--- config.mk ---
export PLATFORM = sky130hd
export DESIGN_NAME = rpn_stack_evaluator
export DESIGN_NICKNAME = d
export VERILOG_FILES = /design/src/rtl/rse_pkg.sv /design/src/rtl/rse_divider.sv /design/src/rtl/rse_datapath.sv /design/src/rtl/rse_ctrl.sv /design/src/rtl/rpn_stack_evaluator.sv
export VERILOG_INCLUDE_DIRS = /design/src /design/src/rtl
export SDC_FILE = /design/constraint.sdc
export NUM_CORES = 2
export LEC_CHECK = 0
export BUFFER_PORTS_ARGS = -buffer_cell sky130_fd_sc_hd__buf_2
export CAP_MARGIN = 20
export CORE_MARGIN = 10
export CORE_UTILIZATION = 52
export CTS_CLUSTER_SIZE = 28
export DETAILED_ROUTE_END_ITERATION = 8
export PLACE_DENSITY = 0.73
export SLEW_MARGIN = 10
export SYNTH_ARGS = -nofsm -noshare
export SYNTH_HDL_FRONTEND = slang
export SYNTH_SLANG_ARGS = --single-unit
--- constraint.sdc ---
create_clock -name clk -period 20.7 [get_ports clk]
set_clock_uncertainty 0.1 [all_clocks]
set_input_delay 3.105 -clock clk [delete_from_list [all_inputs] [get_ports clk]]
set_output_delay 3.105 -clock clk [all_outputs]
set_load 0.005 [all_outputs]
--- src/rtl/rpn_stack_evaluator_defines.svh ---
// Assertion macros shared by the RPN stack evaluator RTL.
// Define ASSERT_OFF to compile every assertion out.
`ifndef RPN_STACK_EVALUATOR_DEFINES_SVH
`define RPN_STACK_EVALUATOR_DEFINES_SVH

`ifndef ASSERT_OFF

`define ASSERT_ALWAYS(lbl, clk, rst_n, p) \
    lbl: assert property (@(posedge clk) disable iff (!rst_n) (p)) \
        else $error("assertion failed");

`define ASSERT_IMPL(lbl, clk, rst_n, a, b) \
    lbl: assert property (@(posedge clk) disable iff (!rst_n) (a) |-> (b)) \
        else $error("assertion failed");

`define ASSERT_NEXT(lbl, clk, rst_n, a, b) \
    lbl: assert property (@(posedge clk) disable iff (!rst_n) (a) |=> (b)) \
        else $error("assertion failed");

`else

`define ASSERT_ALWAYS(lbl, clk, rst_n, p)
`define ASSERT_IMPL(lbl, clk, rst_n, a, b)
`define ASSERT_NEXT(lbl, clk, rst_n, a, b)

`endif

`endif

--- src/rtl/rse_pkg.sv ---
// Package for the RPN stack evaluator: widths, token and status codes,
// controller states and the command/status structs. No dependencies.
`default_nettype none

package rse_pkg;

    localparam int STACK_DEPTH_DEF = 4;
    localparam int DATA_W          = 32;
    localparam int FUNC_W          = 3;
    localparam int STAT_W          = 3;
    localparam int DIV_STEPS       = 48;
    localparam int DIV_CNT_W       = $clog2(DIV_STEPS + 1);

    localparam logic [FUNC_W-1:0] FN_PUSH = 3'd0;
    localparam logic [FUNC_W-1:0] FN_ADD  = 3'd1;
    localparam logic [FUNC_W-1:0] FN_SUB  = 3'd2;
    localparam logic [FUNC_W-1:0] FN_MUL  = 3'd3;
    localparam logic [FUNC_W-1:0] FN_DIV  = 3'd4;
    localparam logic [FUNC_W-1:0] FN_END  = 3'd5;

    localparam logic [STAT_W-1:0] ST_OK     = 3'd0;
    localparam logic [STAT_W-1:0] ST_FULL   = 3'd1;
    localparam logic [STAT_W-1:0] ST_FEW    = 3'd2;
    localparam logic [STAT_W-1:0] ST_DIV0   = 3'd3;
    localparam logic [STAT_W-1:0] ST_BADOP  = 3'd4;
    localparam logic [STAT_W-1:0] ST_BADEND = 3'd5;

    localparam logic signed [DATA_W-1:0] Q_MAX = 32'sh7FFF_FFFF;
    localparam logic signed [DATA_W-1:0] Q_MIN = 32'sh8000_0000;

    typedef enum logic [2:0] {
        S_IDLE,
        S_EXEC,
        S_MUL,
        S_DIV,
        S_FIN
    } state_t;

    typedef enum logic [2:0] {
        RS_ZERO,
        RS_OPERAND,
        RS_TOP,
        RS_ADD,
        RS_SUB,
        RS_MUL,
        RS_DIV
    } res_sel_t;

    typedef enum logic [1:0] {
        SK_NONE,
        SK_PUSH,
        SK_POP,
        SK_CLEAR
    } stk_op_t;

    typedef struct packed {
        logic              accept;
        logic              res_load;
        res_sel_t          res_sel;
        logic              div_start;
        logic              commit;
        stk_op_t           stk_op;
        logic [STAT_W-1:0] status;
        logic              finished;
    } dp_cmd_t;

    typedef struct packed {
        logic full;
        logic lt2;
        logic eq1;
        logic y_zero;
        logic div_done;
    } dp_stat_t;

endpackage

`default_nettype wire

--- src/rtl/rse_divider.sv ---
// Bit-serial restoring divider for Q16.16: (x * 2^16) / y, truncated toward
// zero and saturated. One quotient bit per cycle. Uses rse_pkg.
`default_nettype none

module rse_divider (
    input  wire logic                         clk,
    input  wire logic                         rst_n,
    input  wire logic                         start,
    input  wire logic signed [rse_pkg::DATA_W-1:0] dividend,
    input  wire logic signed [rse_pkg::DATA_W-1:0] divisor,
    output logic                              done,
    output logic signed [rse_pkg::DATA_W-1:0] quotient
);
    import rse_pkg::*;

    localparam int QW = DATA_W + 16;

    logic                 busy_reg, busy_next;
    logic                 done_reg, done_next;
    logic [DIV_CNT_W-1:0] cnt_reg, cnt_next;
    logic [QW-1:0]        quo_reg, quo_next;
    logic [DATA_W-1:0]    rem_reg, rem_next;
    logic [DATA_W-1:0]    dvs_reg, dvs_next;
    logic                 neg_reg, neg_next;

    logic [DATA_W-1:0]    mag_x;
    logic [DATA_W-1:0]    mag_y;
    logic [DATA_W:0]      rem_sh;
    logic [DATA_W+1:0]    diff;
    logic                 ge;
    logic [DATA_W-1:0]    neg_q;

    assign mag_x  = dividend[DATA_W-1] ? DATA_W'(-dividend) : DATA_W'(dividend);
    assign mag_y  = divisor[DATA_W-1] ? DATA_W'(-divisor) : DATA_W'(divisor);
    assign rem_sh = {rem_reg, quo_reg[QW-1]};
    assign diff   = {1'b0, rem_sh} - {2'b00, dvs_reg};
    assign ge     = ~diff[DATA_W+1];

    always_comb
    begin
        busy_next = busy_reg;
        done_next = done_reg;
        cnt_next  = cnt_reg;
        quo_next  = quo_reg;
        rem_next  = rem_reg;
        dvs_next  = dvs_reg;
        neg_next  = neg_reg;
        if (start)
        begin
            busy_next = 1'b1;
            done_next = 1'b0;
            cnt_next  = '0;
            quo_next  = {mag_x, 16'h0000};
            rem_next  = '0;
            dvs_next  = mag_y;
            neg_next  = dividend[DATA_W-1] ^ divisor[DATA_W-1];
        end
        else if (busy_reg)
        begin
            quo_next = {quo_reg[QW-2:0], ge};
            rem_next = ge ? diff[DATA_W-1:0] : rem_sh[DATA_W-1:0];
            cnt_next = cnt_reg + DIV_CNT_W'(1);
            if (cnt_reg == DIV_CNT_W'(DIV_STEPS - 1))
            begin
                busy_next = 1'b0;
                done_next = 1'b1;
            end
        end
    end

    always_ff @(posedge clk or negedge rst_n)
    begin
        if (!rst_n)
        begin
            busy_reg <= 1'b0;
            done_reg <= 1'b0;
            cnt_reg  <= '0;
        end
        else
        begin
            busy_reg <= busy_next;
            done_reg <= done_next;
            cnt_reg  <= cnt_next;
        end
    end

    always_ff @(posedge clk)
    begin
        quo_reg <= quo_next;
        rem_reg <= rem_next;
        dvs_reg <= dvs_next;
        neg_reg <= neg_next;
    end

    assign neg_q = DATA_W'(-quo_reg[DATA_W-1:0]);

    always_comb
    begin
        if (!neg_reg)
        begin
            if (|quo_reg[QW-1:DATA_W-1])
                quotient = Q_MAX;
            else
                quotient = quo_reg[DATA_W-1:0];
        end
        else
        begin
            if ((|quo_reg[QW-1:DATA_W]) || (quo_reg[DATA_W-1] && (|quo_reg[DATA_W-2:0])))
                quotient = Q_MIN;
            else
                quotient = neg_q;
        end
    end

    assign done = done_reg;

endmodule

`default_nettype wire

--- src/rtl/rse_datapath.sv ---
// Datapath of the RPN stack evaluator: operand stack memory, add/sub/mul
// units, the divider and the result registers. Uses rse_pkg, rse_divider.
`default_nettype none

`include "rpn_stack_evaluator_defines.svh"

module rse_datapath #(
    parameter int STACK_DEPTH = rse_pkg::STACK_DEPTH_DEF,
    localparam int CNT_W = $clog2(STACK_DEPTH + 1)
) (
    input  wire logic                              clk,
    input  wire logic                              rst_n,
    input  wire rse_pkg::dp_cmd_t                  cmd,
    output rse_pkg::dp_stat_t                      stat,
    input  wire logic signed [rse_pkg::DATA_W-1:0] operand_value,
    output logic [rse_pkg::STAT_W-1:0]             status,
    output logic signed [rse_pkg::DATA_W-1:0]      result_value,
    output logic [CNT_W-1:0]                       stack_depth,
    output logic                                   finished
);
    import rse_pkg::*;

    localparam int AW = (STACK_DEPTH > 1) ? $clog2(STACK_DEPTH) : 1;

    logic signed [DATA_W-1:0] stk_mem [STACK_DEPTH];

    logic [CNT_W-1:0]          count_reg, count_next;
    logic signed [DATA_W-1:0]  opnd_reg;
    logic signed [DATA_W-1:0]  rd_x_reg;
    logic signed [DATA_W-1:0]  rd_y_reg;
    logic signed [63:0]        prod_reg;
    logic signed [DATA_W-1:0]  res_reg, res_next;
    logic [STAT_W-1:0]         status_reg;
    logic signed [DATA_W-1:0]  value_reg;
    logic [CNT_W-1:0]          depth_reg;
    logic                      fin_reg;

    logic [CNT_W-1:0]          count_m1;
    logic [CNT_W-1:0]          count_m2;
    logic [AW-1:0]             ra_x;
    logic [AW-1:0]             ra_y;
    logic                      we;
    logic [AW-1:0]             wa;
    logic signed [DATA_W-1:0]  wd;

    logic [DATA_W:0]           sum;
    logic [DATA_W:0]           dif;
    logic signed [DATA_W-1:0]  sum_sat;
    logic signed [DATA_W-1:0]  dif_sat;
    logic [63:0]               biased;
    logic [47:0]               prod_sh;
    logic signed [DATA_W-1:0]  mul_sat;
    logic signed [DATA_W-1:0]  div_q;
    logic                      div_done;

    assign count_m1 = count_reg - CNT_W'(1);
    assign count_m2 = count_reg - CNT_W'(2);
    assign ra_y     = count_m1[AW-1:0];
    assign ra_x     = count_m2[AW-1:0];

    always_ff @(posedge clk)
    begin
        if (we)
            stk_mem[wa] <= wd;
        rd_x_reg <= stk_mem[ra_x];
        rd_y_reg <= stk_mem[ra_y];
    end

    always_comb
    begin
        we         = 1'b0;
        wa         = count_reg[AW-1:0];
        wd         = opnd_reg;
        count_next = count_reg;
        if (cmd.commit)
        begin
            case (cmd.stk_op)
                SK_PUSH:
                begin
                    we         = 1'b1;
                    wa         = count_reg[AW-1:0];
                    wd         = opnd_reg;
                    count_next = count_reg + CNT_W'(1);
                end
                SK_POP:
                begin
                    we         = 1'b1;
                    wa         = ra_x;
                    wd         = res_reg;
                    count_next = count_m1;
                end
                SK_CLEAR: count_next = '0;
                default:  count_next = count_reg;
            endcase
        end
    end

    assign sum     = {rd_x_reg[DATA_W-1], rd_x_reg} + {rd_y_reg[DATA_W-1], rd_y_reg};
    assign dif     = {rd_x_reg[DATA_W-1], rd_x_reg} - {rd_y_reg[DATA_W-1], rd_y_reg};
    assign sum_sat = (sum[DATA_W] != sum[DATA_W-1]) ? (sum[DATA_W] ? Q_MIN : Q_MAX)
                                                    : sum[DATA_W-1:0];
    assign dif_sat = (dif[DATA_W] != dif[DATA_W-1]) ? (dif[DATA_W] ? Q_MIN : Q_MAX)
                                                    : dif[DATA_W-1:0];

    assign biased  = prod_reg + (prod_reg[63] ? 64'h0000_0000_0000_FFFF : 64'h0);
    assign prod_sh = biased[63:16];
    assign mul_sat = ((&prod_sh[47:31]) || !(|prod_sh[47:31])) ? prod_sh[31:0]
                   : (prod_sh[47] ? Q_MIN : Q_MAX);

    rse_divider u_div (
        .clk      (clk),
        .rst_n    (rst_n),
        .start    (cmd.div_start),
        .dividend (rd_x_reg),
        .divisor  (rd_y_reg),
        .done     (div_done),
        .quotient (div_q)
    );

    always_comb
    begin
        case (cmd.res_sel)
            RS_ZERO:    res_next = '0;
            RS_OPERAND: res_next = opnd_reg;
            RS_TOP:     res_next = rd_y_reg;
            RS_ADD:     res_next = sum_sat;
            RS_SUB:     res_next = dif_sat;
            RS_MUL:     res_next = mul_sat;
            RS_DIV:     res_next = div_q;
            default:    res_next = '0;
        endcase
    end

    always_ff @(posedge clk)
    begin
        prod_reg <= rd_x_reg * rd_y_reg;
        if (cmd.accept)
            opnd_reg <= operand_value;
        if (cmd.res_load)
            res_reg <= res_next;
        if (cmd.commit)
        begin
            status_reg <= cmd.status;
            value_reg  <= res_reg;
            depth_reg  <= count_next;
            fin_reg    <= cmd.finished;
        end
    end

    always_ff @(posedge clk or negedge rst_n)
    begin
        if (!rst_n)
            count_reg <= '0;
        else
            count_reg <= count_next;
    end

    assign stat.full     = (count_reg == CNT_W'(STACK_DEPTH));
    assign stat.lt2      = (count_reg < CNT_W'(2));
    assign stat.eq1      = (count_reg == CNT_W'(1));
    assign stat.y_zero   = (rd_y_reg == '0);
    assign stat.div_done = div_done;

    assign status       = status_reg;
    assign result_value = value_reg;
    assign stack_depth  = depth_reg;
    assign finished     = fin_reg;

    `ASSERT_ALWAYS(a_count_bound, clk, rst_n, count_reg <= CNT_W'(STACK_DEPTH))
    `ASSERT_NEXT(a_clear_empties, clk, rst_n, cmd.commit && cmd.stk_op == SK_CLEAR, count_reg == '0)
    `ASSERT_IMPL(a_push_room, clk, rst_n, cmd.commit && cmd.stk_op == SK_PUSH, !stat.full)

endmodule

`default_nettype wire

--- src/rtl/rse_ctrl.sv ---
// Controller of the RPN stack evaluator: token decode, sequencing state
// machine and the handshake on both channels. Uses rse_pkg.
`default_nettype none

`include "rpn_stack_evaluator_defines.svh"

module rse_ctrl (
    input  wire logic                       clk,
    input  wire logic                       rst_n,
    input  wire logic                       in_valid,
    output logic                            in_stall,
    input  wire logic [rse_pkg::FUNC_W-1:0] func,
    output logic                            out_valid,
    input  wire logic                       out_stall,
    output rse_pkg::dp_cmd_t                cmd,
    input  wire rse_pkg::dp_stat_t          stat
);
    import rse_pkg::*;

    state_t              state_reg, state_next;
    logic [FUNC_W-1:0]   func_reg;
    logic                out_valid_reg, out_valid_next;

    logic                accept;
    logic                out_busy;
    logic [STAT_W-1:0]   dec_status;
    stk_op_t             dec_stk_op;
    res_sel_t            dec_res_sel;
    logic                dec_fin;

    assign in_stall = (state_reg != S_IDLE);
    assign accept   = in_valid && !in_stall;
    assign out_busy = out_valid_reg && out_stall;

    always_comb
    begin
        dec_status  = ST_OK;
        dec_stk_op  = SK_NONE;
        dec_res_sel = RS_ZERO;
        dec_fin     = 1'b0;
        if (func_reg == FN_PUSH)
        begin
            if (stat.full)
            begin
                dec_status  = ST_FULL;
                dec_res_sel = RS_TOP;
            end
            else
            begin
                dec_stk_op  = SK_PUSH;
                dec_res_sel = RS_OPERAND;
            end
        end
        else if (func_reg == FN_END)
        begin
            dec_stk_op = SK_CLEAR;
            dec_fin    = 1'b1;
            if (stat.eq1)
                dec_res_sel = RS_TOP;
            else
                dec_status = ST_BADEND;
        end
        else if (stat.lt2)
        begin
            dec_status = ST_FEW;
            dec_stk_op = SK_CLEAR;
            dec_fin    = 1'b1;
        end
        else
        begin
            case (func_reg)
                FN_ADD:
                begin
                    dec_stk_op  = SK_POP;
                    dec_res_sel = RS_ADD;
                end
                FN_SUB:
                begin
                    dec_stk_op  = SK_POP;
                    dec_res_sel = RS_SUB;
                end
                FN_MUL:
                begin
                    dec_stk_op  = SK_POP;
                    dec_res_sel = RS_MUL;
                end
                FN_DIV:
                begin
                    if (stat.y_zero)
                    begin
                        dec_status = ST_DIV0;
                        dec_stk_op = SK_CLEAR;
                        dec_fin    = 1'b1;
                    end
                    else
                    begin
                        dec_stk_op  = SK_POP;
                        dec_res_sel = RS_DIV;
                    end
                end
                default:
                begin
                    dec_status = ST_BADOP;
                    dec_stk_op = SK_CLEAR;
                    dec_fin    = 1'b1;
                end
            endcase
        end
    end

    always_comb
    begin
        state_next = state_reg;
        case (state_reg)
            S_IDLE:
            begin
                if (accept)
                    state_next = S_EXEC;
            end
            S_EXEC:
            begin
                if (dec_res_sel == RS_MUL)
                    state_next = S_MUL;
                else if (dec_res_sel == RS_DIV)
                    state_next = S_DIV;
                else
                    state_next = S_FIN;
            end
            S_MUL: state_next = S_FIN;
            S_DIV:
            begin
                if (stat.div_done)
                    state_next = S_FIN;
            end
            S_FIN:
            begin
                if (!out_busy)
                    state_next = S_IDLE;
            end
            default: state_next = S_IDLE;
        endcase
    end

    always_comb
    begin
        cmd           = '0;
        cmd.accept    = accept;
        cmd.res_sel   = dec_res_sel;
        cmd.stk_op    = dec_stk_op;
        cmd.status    = dec_status;
        cmd.finished  = dec_fin;
        case (state_reg)
            S_EXEC:
            begin
                cmd.res_load  = (dec_res_sel != RS_MUL) && (dec_res_sel != RS_DIV);
                cmd.div_start = (dec_res_sel == RS_DIV);
            end
            S_MUL: cmd.res_load = 1'b1;
            S_DIV: cmd.res_load = stat.div_done;
            S_FIN: cmd.commit   = !out_busy;
            default: cmd.res_load = 1'b0;
        endcase
    end

    assign out_valid_next = cmd.commit ? 1'b1 : (out_busy ? 1'b1 : 1'b0);

    always_ff @(posedge clk or negedge rst_n)
    begin
        if (!rst_n)
        begin
            state_reg     <= S_IDLE;
            out_valid_reg <= 1'b0;
        end
        else
        begin
            state_reg     <= state_next;
            out_valid_reg <= out_valid_next;
        end
    end

    always_ff @(posedge clk)
    begin
        if (accept)
            func_reg <= func;
    end

    assign out_valid = out_valid_reg;

    `ASSERT_NEXT(a_accept_exec, clk, rst_n, accept, state_reg == S_EXEC)
    `ASSERT_NEXT(a_div_wait, clk, rst_n, state_reg == S_DIV && !stat.div_done, state_reg == S_DIV)
    `ASSERT_IMPL(a_commit_free, clk, rst_n, cmd.commit, !out_busy && state_reg == S_FIN)

endmodule

`default_nettype wire

--- src/rtl/rpn_stack_evaluator.sv ---
// RPN stack evaluator over signed Q16.16 operands.
// Channels: input word (func, operand_value) on in_valid/in_stall; result word
//   (status, result_value, stack_depth, finished) on out_valid/out_stall.
//   A word moves at a rising edge with valid high and stall low.
// One result word per input word, in order.
// After input acceptance, push, end, add, subtract and every abort go from the
//   execute state to the finish state; multiply passes through a further state
//   (registered 32x32 product, then round and saturate); divide waits in its
//   state for the bit-serial divider that retires one of 48 quotient bits per cycle.
// Throughput: one word at a time; the next input word is taken the cycle
//   after its predecessor's result is loaded into the output register.
// While the receiver stalls, the result word holds; the next input word is
//   accepted and processed, and waits to commit until the output is taken.
// Reset (rst_n low, asynchronous) empties the stack and drops any pending
//   result. Stack contents are not cleared; only entries below the depth are ever
//   used in a result.
// Uses rse_pkg, rse_ctrl, rse_datapath.
`default_nettype none

module rpn_stack_evaluator #(
    parameter int STACK_DEPTH = rse_pkg::STACK_DEPTH_DEF,
    localparam int CNT_W = $clog2(STACK_DEPTH + 1)
) (
    input  wire logic                              clk,
    input  wire logic                              rst_n,
    input  wire logic                              in_valid,
    output logic                                   in_stall,
    input  wire logic [rse_pkg::FUNC_W-1:0]        func,
    input  wire logic signed [rse_pkg::DATA_W-1:0] operand_value,
    output logic                                   out_valid,
    input  wire logic                              out_stall,
    output logic [rse_pkg::STAT_W-1:0]             status,
    output logic signed [rse_pkg::DATA_W-1:0]      result_value,
    output logic [CNT_W-1:0]                       stack_depth,
    output logic                                   finished
);
    import rse_pkg::*;

    dp_cmd_t  cmd;
    dp_stat_t stat;

    rse_ctrl u_ctrl (
        .clk       (clk),
        .rst_n     (rst_n),
        .in_valid  (in_valid),
        .in_stall  (in_stall),
        .func      (func),
        .out_valid (out_valid),
        .out_stall (out_stall),
        .cmd       (cmd),
        .stat      (stat)
    );

    rse_datapath #(
        .STACK_DEPTH (STACK_DEPTH)
    ) u_dp (
        .clk           (clk),
        .rst_n         (rst_n),
        .cmd           (cmd),
        .stat          (stat),
        .operand_value (operand_value),
        .status        (status),
        .result_value  (result_value),
        .stack_depth   (stack_depth),
        .finished      (finished)
    );

endmodule

`default_nettype wire

==> impl_metrics.csv <==
group,metric,value,unit
outcome,outcome,"complete, no violations",
layout,layout-drive-gt1-share,6.78,%
clock_network,ctsHoldBuffers,0,
sta,slew_violations,0,
grt,grt-ovfl-total,0,
floorplanning,die_h,366,µm
critical_path,start_kind,"flop",
logic_synthesis,syn_inst,6317,
logic_synthesis,yosys.area.top_type_share,34.8,%
clock_network,root_buffer,"clkbuf_16",
grt,grt_max_degree,64,
layout,largest_register_ffs,128,
floorplanning,die_w,366,µm
routing,firstDrtPassIters,9,
critical_path,critical_path_arrival,10410,ps
logic_synthesis,synth_cell_types,89,
logic_synthesis,async_reset_ff_share,3.06,%
logic_synthesis,yosysTopAreaCell,"fa_1",
logic_synthesis,synth_warnings,0,
placement,io_buffers,79,
sta,max_freq,0.101,GHz
critical_path,cp.required,21170,ps
floorplanning,rows,126,
critical_path,worstSetupPathType,"flop to flop",
sta,finalCritPeriodShare,48.0,%
critical_path,cp-end-kind,"flop",
layout,fin_area,66000,µm²
routing,avgViaCountPerCell,6.01,
sta,setup_viol,0,
floorplanning,initial_utilization,52.6,%
critical_path,crit_fanout,49,
logic_synthesis,ys_ff_latch,490,
sta,slew-limit-headroom,26.7,%
critical_path,cp_cell_sequence,"buf_4, clkinv_1, nor2_1, fa_1, fa_1, fa_1, fa_1, fa_1, fa_1, fa_1, fa_1, ha_1, nand2_1, o21ai_0, a311oi_1, o21ai_0, a21oi_1, o21ai_1, a22o_1, a21oi_1, o41ai_1, xor2_1",
placement,dpl.hpwl,140000,µm
sta,rsz0062_at_grt,"false",
logic_synthesis,postSynthAreaPerCell,9.87,µm²
sta,tightestPinTransition,1100,ps
logic_synthesis,synthFlopType,"edfxtp_1",
clock_network,cts_resized,0,
placement,placed_area,64200,µm²
routing,wl_per_cell,24.2,µm
routing,route.detailed.drc,0,
routing,drtIter0Drc,5123,
critical_path,cp_common_cell,"fa_1",
logic_synthesis,netlist_area,62300,µm²
routing,vias,47000,
layout,final_nets,7614,
clock_network,clkLatencyLatePin,630,ps
routing,routed_wl,190000,µm
grt,track_usage,28.2,%
logic_synthesis,yosysSeqAreaShare,20.7,%
logic_synthesis,syn_nets,7745,
critical_path,max_stage_delay,980,ps
sta,finalSetupTns,0,ps
layout,final_util,55.6,%
layout,area_growth,5.82,%
critical_path,crit_slowest_cell,"fa_1",
hold_path,hold_path.class,"flop to flop",
grt,antenna_found_initial,10,
floorplanning,ios,80,
logic_synthesis,synth_most_common_cell,"fa_1",
run,maxCapViolCount,0,
clock_network,htree_levels,2,
clock_network,cts.clk_slew.worst_paths,80,ps
grt,grt_pass1_wl,293000,µm
clock_network,cts_sinks,490,
floorplanning,dieArea,134000,µm²
clock_network,cts_tree,"done",
clock_network,clk_path_buf_depth,3,
routing,drtAntennaViolNets,0,
sta,fin_crit,9940,ps
clock_network,cts_made_buffers,45,
logic_synthesis,synth_edf_count,299,
logic_synthesis,synth_area_leaders,"fa_1 (35%), edfxtp_1 (14%), inv_1 (6.5%), ha_1 (6.1%), dfxtp_1 (5.7%)",
floorplanning,core_area,119000,µm²
grt,grt_pass1_vias,48500,
logic_synthesis,synthTopCellsByCount,"fa_1 (1085), inv_1 (1084), nand2_1 (614), and2_1 (457), clkbuf_1 (338)",
placement,gp_congestion,1.01,
clock_network,post_cts_buffers,0,
sta,hold_violations,0,
## stage by stage
stage               hold slack [ps]  setup WS (ps)  cells
floorplan                       320          11520   6317
global placement                334          11230   7736
detailed placement              336          11000   7736
CTS                             351          10980   7820
global route                    357          10240   7824
finish                          353          10760   7831
## worst max-delay path, delay by kind of cell (launching register included)
family	cells	cell delay, ps
flops	1	310
fa+ha+maj	9	5000
xor+xnor	1	180
simple gates	2	610
compound gates	8	2330
buf+inv	2	1330
## layout by cell type, fill, tap and decap left out, types with 80 or more instances in the layout
cell type  netlist  final
xor2_1          80     80
nand3_1         84     84
buf_4            2    110
ha_1           304    303
fa_1          1085   1085
a21oi_1        198    197
edfxtp_1       299    299
and2_1         457    457
dfxtp_1        176    171
inv_1         1084   1083
nor2_1         290    286
o21ai_0        256    255
xnor2_1        152    152
nand2_1        614    614
## area by class of cell
class	count	area (µm²)
inverters	1088	4080
clock buffers	57	1280
multi-input cells	4369	44000
flip-flops and latches	490	12900
fillers	10200	52600
clock inverters	27	367
repair buffers	192	1280
well taps	1600	2000
diodes	8	20.0
## cells by family after synthesis
group	count (synthesis)	share of synthesized area [%]
AND/OR/NAND/NOR	1748	13.8
flip-flops	490	20.7
multiplexers	142	3.63
adder cells (fa/ha/maj)	1389	40.9
XOR/XNOR	232	3.26
AO/OA/AOI/OAI	858	8.89
buffers and inverters	1458	8.81
## worst paths after layout
kind | start | endpoint | slack (ps) | cells past startpoint
hold reg to reg | u_dp.res_reg[29] | u_dp.result_value[29] | 350 | 0
min in group asynchronous | rst_n | u_dp.count_reg[2] | 2320 | 1
max in group asynchronous | rst_n | u_dp.u_div.busy_reg | 17820 | 1
hold / removal | u_dp.res_reg[29] | u_dp.result_value[29] | 350 | 0
setup / recovery | u_dp.rd_x_reg[31] | u_dp.prod_reg[57] | 10760 | 22
setup reg to reg | u_dp.rd_x_reg[31] | u_dp.prod_reg[57] | 10760 | 22
## per-layer routing
metal	share of wire (%)	global-route usage, %
met2	46	44.0
met3	11	6.45
met1	37	36.5
met5	0.0053	0
met4	6.4	14.9
Power is left out: the tool's default activity adds up to more than one toggle a clock period on the data nets, which glitch-free logic cannot reach.
